<file path="src/design/b64d_pkg.sv">
package b64d_pkg;

	// padding character of the base64 text
	localparam logic [7:0] PAD_CHAR = 8'h3D;

	// number of bytes one group of four characters yields
	localparam int unsigned GROUP_BYTES = 3;

	// alphabet lookup result
	typedef struct packed {
		logic       hit;
		logic [5:0] val;
	} sextet_t;

	// results caused by one character, handed from the decoder to the serializer
	typedef struct packed {
		logic [1:0]                  count;
		logic [GROUP_BYTES-1:0][7:0] bytes;
		logic                        byte_valid;
		logic                        msg_end;
	} dec_res_t;

	// map a character code to its 6-bit value, codes 128 and up never hit
	function automatic sextet_t b64_lookup(input logic [7:0] ch);
		sextet_t r;
		r = '{hit: 1'b0, val: 6'd0};
		case (ch) inside
			[8'h41:8'h5A]: begin
				r.hit = 1'b1;
				r.val = 6'(ch - 8'h41);
			end
			[8'h61:8'h7A]: begin
				r.hit = 1'b1;
				r.val = 6'(ch - 8'h47);
			end
			[8'h30:8'h39]: begin
				r.hit = 1'b1;
				r.val = 6'(ch + 8'h04);
			end
			8'h2B: begin
				r.hit = 1'b1;
				r.val = 6'h3E;
			end
			8'h2F: begin
				r.hit = 1'b1;
				r.val = 6'h3F;
			end
			default: begin
				r.hit = 1'b0;
			end
		endcase
		return r;
	endfunction

endpackage

</file>
<file path="src/design/base64_decoder_core.sv">
// Streaming base64 decoder, one text character per input transaction.
// Input channel: text_char, end_of_message with in_valid/in_ready.
// Output channel: data_byte, byte_valid, run_last, message_end with
// out_valid/out_ready; each character yields zero to three results.
// Alphabet characters are collected; the fourth one emits three bytes.
// The first '=' flushes held values as bytes and mutes the rest of the
// message. end_of_message clears state; if that character gave no byte,
// one empty result (byte_valid 0) carries run_last and message_end.
// A character is taken into the input register, decoded from there into
// the result buffer once it frees, and its first result offered from it.
// Throughput: one character per cycle while each gives at most one
// result and out_ready is high; a character giving several results
// holds the output until the single-result port has taken each. Skipped
// characters pass the input register even while the result buffer drains.
// The input register acts as a skid stage: a new character is taken while
// results wait on a stalled receiver, then in_ready drops.
// Reset clears the held values, padding flag and both buffers at once.
module base64_decoder_core (
	input  logic       clk,
	input  logic       arst_n,
	input  logic [7:0] text_char,
	input  logic       end_of_message,
	input  logic       in_valid,
	output logic       in_ready,
	output logic [7:0] data_byte,
	output logic       byte_valid,
	output logic       run_last,
	output logic       message_end,
	output logic       out_valid,
	input  logic       out_ready
);
	import b64d_pkg::*;

	logic       vld_s1;
	logic [7:0] char_s1;
	logic       eom_s1;
	dec_res_t   res;
	logic       load_ready;
	logic       consume;

	// the held character moves on when it yields nothing or the buffer frees
	assign consume  = vld_s1 && (res.count == 2'd0 || load_ready);
	assign in_ready = !vld_s1 || consume;

	// input register
	always_ff @(posedge clk or negedge arst_n) begin
		if (!arst_n) begin
			vld_s1 <= 1'b0;
		end else if (in_ready) begin
			vld_s1 <= in_valid;
		end
	end

	always_ff @(posedge clk) begin
		if (in_valid && in_ready) begin
			char_s1 <= text_char;
			eom_s1  <= end_of_message;
		end
	end

	b64d_decode u_decode (
		.clk            (clk),
		.arst_n         (arst_n),
		.text_char      (char_s1),
		.end_of_message (eom_s1),
		.consume        (consume),
		.res            (res)
	);

	b64d_serializer u_serializer (
		.clk         (clk),
		.arst_n      (arst_n),
		.res         (res),
		.load        (consume),
		.load_ready  (load_ready),
		.data_byte   (data_byte),
		.byte_valid  (byte_valid),
		.run_last    (run_last),
		.message_end (message_end),
		.out_valid   (out_valid),
		.out_ready   (out_ready)
	);

endmodule

</file>
<file path="src/design/b64d_decode.sv">
module b64d_decode (
	input  logic              clk,
	input  logic              arst_n,
	input  logic [7:0]        text_char,
	input  logic              end_of_message,
	input  logic              consume,
	output b64d_pkg::dec_res_t res
);
	import b64d_pkg::*;

	logic [17:0] acc_q;
	logic [1:0]  held_q;
	logic        pad_seen_q;

	sextet_t     lut;
	logic [23:0] full;
	logic [17:0] acc_d;
	logic [1:0]  held_d;
	logic        pad_seen_d;

	assign lut  = b64_lookup(text_char);
	assign full = {acc_q, lut.val};

	// character decode and next accumulator state
	always_comb begin
		res        = '0;
		acc_d      = acc_q;
		held_d     = held_q;
		pad_seen_d = pad_seen_q;
		if (!pad_seen_q) begin
			if (text_char == PAD_CHAR) begin
				if (held_q == 2'd3) begin
					res.count    = 2'd2;
					res.bytes[0] = acc_q[17:10];
					res.bytes[1] = acc_q[9:2];
				end else if (held_q == 2'd2) begin
					res.count    = 2'd1;
					res.bytes[0] = acc_q[11:4];
				end
				pad_seen_d = 1'b1;
				acc_d      = '0;
				held_d     = '0;
			end else if (lut.hit) begin
				if (held_q == 2'd3) begin
					res.count    = 2'd3;
					res.bytes[0] = full[23:16];
					res.bytes[1] = full[15:8];
					res.bytes[2] = full[7:0];
					acc_d        = '0;
					held_d       = '0;
				end else begin
					acc_d  = {acc_q[11:0], lut.val};
					held_d = held_q + 2'd1;
				end
			end
		end
		res.byte_valid = (res.count != 2'd0);
		// message end: clear state, emit an empty marker if nothing else
		if (end_of_message) begin
			res.msg_end = 1'b1;
			if (res.count == 2'd0) begin
				res.count = 2'd1;
			end
			acc_d      = '0;
			held_d     = '0;
			pad_seen_d = 1'b0;
		end
	end

	// accumulator state
	always_ff @(posedge clk or negedge arst_n) begin
		if (!arst_n) begin
			acc_q      <= '0;
			held_q     <= '0;
			pad_seen_q <= 1'b0;
		end else if (consume) begin
			acc_q      <= acc_d;
			held_q     <= held_d;
			pad_seen_q <= pad_seen_d;
		end
	end

	// after padding nothing is held
	a_pad_empty: assert property (@(posedge clk) disable iff (!arst_n)
		pad_seen_q |-> (held_q == 2'd0 && acc_q == 18'd0))
		else $error("values held after padding");

	// message end leaves a clean state
	a_end_clears: assert property (@(posedge clk) disable iff (!arst_n)
		(consume && end_of_message) |=> (held_q == 2'd0 && !pad_seen_q))
		else $error("state not cleared at message end");

	// a full group only comes from a fourth value
	a_group_src: assert property (@(posedge clk) disable iff (!arst_n)
		(res.count == 2'd3) |-> (held_q == 2'd3 && lut.hit))
		else $error("three bytes without a complete group");

endmodule

</file>
<file path="src/design/b64d_serializer.sv">
module b64d_serializer (
	input  logic               clk,
	input  logic               arst_n,
	input  b64d_pkg::dec_res_t res,
	input  logic               load,
	output logic               load_ready,
	output logic [7:0]         data_byte,
	output logic               byte_valid,
	output logic               run_last,
	output logic               message_end,
	output logic               out_valid,
	input  logic               out_ready
);
	import b64d_pkg::*;

	logic [GROUP_BYTES-1:0][7:0] bytes_q;
	logic [1:0]                  cnt_q;
	logic                        bv_q;
	logic                        msg_end_q;
	logic                        take;

	// buffer frees up when empty or its last result leaves now
	assign out_valid  = (cnt_q != 2'd0);
	assign take       = out_valid && out_ready;
	assign load_ready = (cnt_q == 2'd0) || (cnt_q == 2'd1 && out_ready);

	assign data_byte   = bytes_q[0];
	assign byte_valid  = bv_q;
	assign run_last    = (cnt_q == 2'd1);
	assign message_end = msg_end_q && (cnt_q == 2'd1);

	// result count and flags
	always_ff @(posedge clk or negedge arst_n) begin
		if (!arst_n) begin
			cnt_q     <= '0;
			bv_q      <= 1'b0;
			msg_end_q <= 1'b0;
		end else if (load && load_ready && res.count != 2'd0) begin
			cnt_q     <= res.count;
			bv_q      <= res.byte_valid;
			msg_end_q <= res.msg_end;
		end else if (take) begin
			cnt_q <= cnt_q - 2'd1;
		end
	end

	// byte shift line, front byte goes out
	always_ff @(posedge clk) begin
		if (load && load_ready && res.count != 2'd0) begin
			bytes_q <= res.bytes;
		end else if (take) begin
			bytes_q <= {8'd0, bytes_q[GROUP_BYTES-1:1]};
		end
	end

	// an empty marker is always a lone result
	a_marker_alone: assert property (@(posedge clk) disable iff (!arst_n)
		(out_valid && !byte_valid) |-> (run_last && message_end))
		else $error("empty marker is not a lone end result");

	// loading never overwrites results still owed
	a_no_overrun: assert property (@(posedge clk) disable iff (!arst_n)
		(load && load_ready && res.count != 2'd0 && cnt_q != 2'd0) |-> take)
		else $error("result buffer overwritten");

endmodule

</file>
<file path="config.mk">
export PLATFORM = sky130hd
export DESIGN_NAME = base64_decoder_core
export DESIGN_NICKNAME = d
export VERILOG_FILES = /design/src/design/b64d_pkg.sv /design/src/design/base64_decoder_core.sv /design/src/design/b64d_decode.sv /design/src/design/b64d_serializer.sv
export SDC_FILE = /design/constraint.sdc
export NUM_CORES = 1
export LEC_CHECK = 0
export ABC_AREA = 1
export BUFFER_PORTS_ARGS = -buffer_cell sky130_fd_sc_hd__buf_2
export CORE_ASPECT_RATIO = 1.4
export CORE_MARGIN = 2
export CORE_UTILIZATION = 59
export CTS_BUF_LIST = sky130_fd_sc_hd__clkbuf_8
export DETAILED_ROUTE_END_ITERATION = 10
export HOLD_SLACK_MARGIN = 0.05
export PLACE_DENSITY = 0.78
export SLEW_MARGIN = 20
export SYNTH_ARGS = -nofsm -noshare
export SYNTH_HDL_FRONTEND = slang
export SYNTH_SLANG_ARGS = --single-unit
</file>
<file path="constraint.sdc">
create_clock -name clk -period 3.65 [get_ports clk]
set_clock_uncertainty 0.2 [all_clocks]
set_input_delay 0.73 -clock clk [delete_from_list [all_inputs] [get_ports clk]]
set_output_delay 0.73 -clock clk [all_outputs]
set_load 0.005 [all_outputs]
</file>
==> results.py <==
metrics = {
    "route": {
        "met3_wirelength_um": 283,
        "drc": 0,
        "wl_met2_um": 4171,
        "wl_per_cell_um": 15.00,
        "highest_layer": "met4",
        "wirelength_met1_um": 3113,
        "num_vias": 2826,
        "via_per_inst": 5.487,
        "drt_iter0_markers": 221,
        "totalWireLength_um": 7723,
        "first_pass_iters": 4,
        "ant_nets": 0,
    },
    "power_and_ir_drop": {
        "p_sw_w": 0.001080,
        "seq_power_share_pct": 42.0,
        "irDropWorstVdd_uv": 445.9,
        "p_leak_nw": 1.819,
        "power_density_mw_per_mm2": 700.9,
        "power_frac_clock_pct": 20.1,
        "internal-power_w": 0.001584,
        "combPwrFrac_pct": 38.0,
        "finalPower_w": 0.002664,
        "netSwitchingFraction_pct": 40.55,
    },
    "yosys": {
        "synth_flop_cell": "edfxtp_1",
        "synthXorXnorAreaFrac_pct": 2.238,
        "ys_warn_count": 0,
        "synthAdderAreaFrac_pct": 4.618,
        "yosys.area.top_type_share_pct": 28.13,
        "synth_nets": 447,
        "yosysUniqueCellTypes": 34,
        "synth_edf_count": 33,
        "synthArstFlopShare_pct": 44.07,
        "synth_compound_area_share_pct": 9.947,
        "syn_area_per_cell_um2": 8.366,
        "synth_top_family_by_area": "simple AND/OR/NAND/NOR gates",
        "syn_inst": 421,
        "synth_area_leaders": "edfxtp_1 28%, dfrtp_1 18%, nand2_1 12%",
        "synth_seq_cells": 59,
        "synth.cell_area_mm2": 0.003522,
        "yosysSeqAreaShare_pct": 46.61,
        "yosys.area.top_type": "edfxtp_1",
        "synth_mux_area_share_pct": 0,
        "synthSimpleGateAreaFrac_pct": 27.35,
    },
    "placement": {
        "place_inst": 498,
        "globalplace.congestion": 0.8430,
        "pre_cts_ws_ns": 0.4952,
        "numPortBuffers": 25,
        "hpwl_um": 5438,
    },
    "cts": {
        "clk_pin_slew_ns": 0.07,
        "cts_buffer_depth": 2,
        "clockRootBuffer": "clkbuf_8",
        "clock_sinks": 59,
        "cts.htree.levels": 3,
        "cts_tree": "yes",
        "hold_buffers": 0,
        "cts_buffers": 9,
        "clkLatencyLatePin_ns": 0.35,
    },
    "floorplanning": {
        "dieHeight_um": 95.42,
        "start_util_pct": 60.50,
        "die_width_um": 69.30,
        "die_area_mm2": 0.006613,
        "pin_count": 26,
        "placement_rows": 33,
        "fp.coreArea_mm2": 0.005822,
    },
    "finish": {
        "drive_gt1_share_pct": 15.73,
        "fill_cells": 502,
        "nets": 466,
        "layout_common_cells": "116 x nand2_1, 38 x inv_1, 37 x nor2_1",
        "n_antenna_cell": 0,
        "area_delta_synth_final_pct": 7.922,
        "layout_commonest_cell": "nand2_1",
        "fin_cells": 515,
    },
    "timing": {
        "slew_headroom_pct": 58.63,
        "rsz0062_at_grt": "no",
        "fin_crit_sh_pct": 93.96,
        "maxSlewViolCount": 0,
        "fin_ws_ns": 0.2205,
        "tns_ns": 0,
        "fin_crit_ns": 3.430,
        "hold_viol_final": 0,
        "setup_viol": 0,
        "worst_slew_pin_slew_ns": 0.6205,
        "timing.fmax_mhz": 291.6,
    },
    "global_routing": {
        "grt_max_degree": 27,
        "grt_pass1_wl_um": 12560,
        "grt_use_total_pct": 24.87,
        "antenna_found_initial": 0,
        "overflow": 0,
        "grt_pass1_vias": 2728,
    },
    "setup_path": {
        "cp_data_required_time_ns": 2.72,
        "path_class": "register to primary output",
        "cp-start-kind": "register",
        "crit_start": "char_s1[1]",
        "rr_startpoint": "char_s1[1]",
        "critPathCaptureType": "primary output",
        "critical_path_arrival_ns": 2.50,
        "worstPathMaxFanout": 11,
    },
    "status": {
        "outcome": "complete, no violations",
    },
    "hold_path": {
        "hold_path.class": "input pin to asynchronous set/reset pin",
    },
    "flow_run": {
        "max_cap_viol_count": 0,
    },
}
critical path, cell delays in order (launching register included):
cell and delay [ns]:
edfxtp_1 0.51, inv_1 0.15, ha_1 0.20, inv_1 0.06, nand2_1 0.05, nand2_1 0.09, nor2_1 0.13, nor2_1 0.07
nand2_2 0.20, nand3_4 0.13, a21oi_4 0.19, nand3_4 0.12, nand3_1 0.13, buf_2 0.13
registers in the layout, indices dropped and copies added (netlist names), 2 cells and up:
register                count
char_s1                     8
u_decode.held_q             2
u_decode.acc_q             18
u_serializer.bytes_q       16
u_serializer.data_byte      8
u_serializer.cnt_q          2
metrics by stage:
step                util (%)  hold slack [ns]  area, µm²
finish                 65.29           0.1924       3801
detailed placement     62.17           0.2617       3620
CTS                    65.12           0.2018       3791
floorplan                  -           0.2344       3522
global route           65.29           0.2173       3801
global placement       62.17           0.2525       3620
synthesized netlist by cell type, types with 11 or more instances:
library cell / instances
dfrtp_1: 26
a21oi_1: 11
inv_1: 38
ha_1: 13
nor2_1: 37
nand2_1: 116
nand3_1: 16
nand4_1: 20
o21ai_0: 36
buf_4: 12
edfxtp_1: 33
routing by layer:
layer	track usage, %	vias to the layer above
met1	25.45	1314
met3	6.025	17
met5	0	-
li1	-	1426
met4	10.46	0
met2	48.08	69
cell type report:
type	instances	area, µm²	area share [%]
Multi-Input combinational cell	294	1558	40.98
Timing Repair Buffer	32	177.7	4.674
Clock inverter	6	33.78	0.8887
Sequential cell	59	1642	43.19
Tap cell	70	87.58	2.304
Inverter	44	165.2	4.345
Clock buffer	10	137.6	3.621
power groups by stage:
stage	logic (W)	clock network (W)	registers [W]
final	0.00101	0.000535	0.00112
after global routing	0.00114	0.000573	0.00114
after CTS	0.00101	0.000542	0.00112
after detailed placement	0.000996	0	0.00113
after global placement	0.000973	0	0.00113
after floorplan	0.000808	0	0.00110
cell families (layout without fill, tap and decap cells):
group           after synthesis  after routing
compound gates               61             61
flops                        59             59
simple gates                211            211
fa+ha+maj                    13             13
buf+inv                      68             92
xor+xnor                      9              9
worst paths after layout:
check                                                 to  slack (ns)  depth (start not counted)
max in group asynchronous              u_decode.acc_q[1]        2.64                          1
worst max-delay path                            in_ready        0.22                         13
min in group clk                 u_serializer.byte_valid        0.27                          2
worst max register to register  u_serializer.bytes_q[17]        0.58                         14
worst min-delay path               u_serializer.cnt_q[1]        0.19                          1
worst min register to register   u_serializer.byte_valid        0.27                          2
what timing repair did:
item,4_1_cts,5_1_grt
setup endpoints to repair,0,1
resized for setup,0,2
setup buffers,0,1
No activity file was read; power rests on OpenSTA's default activity.
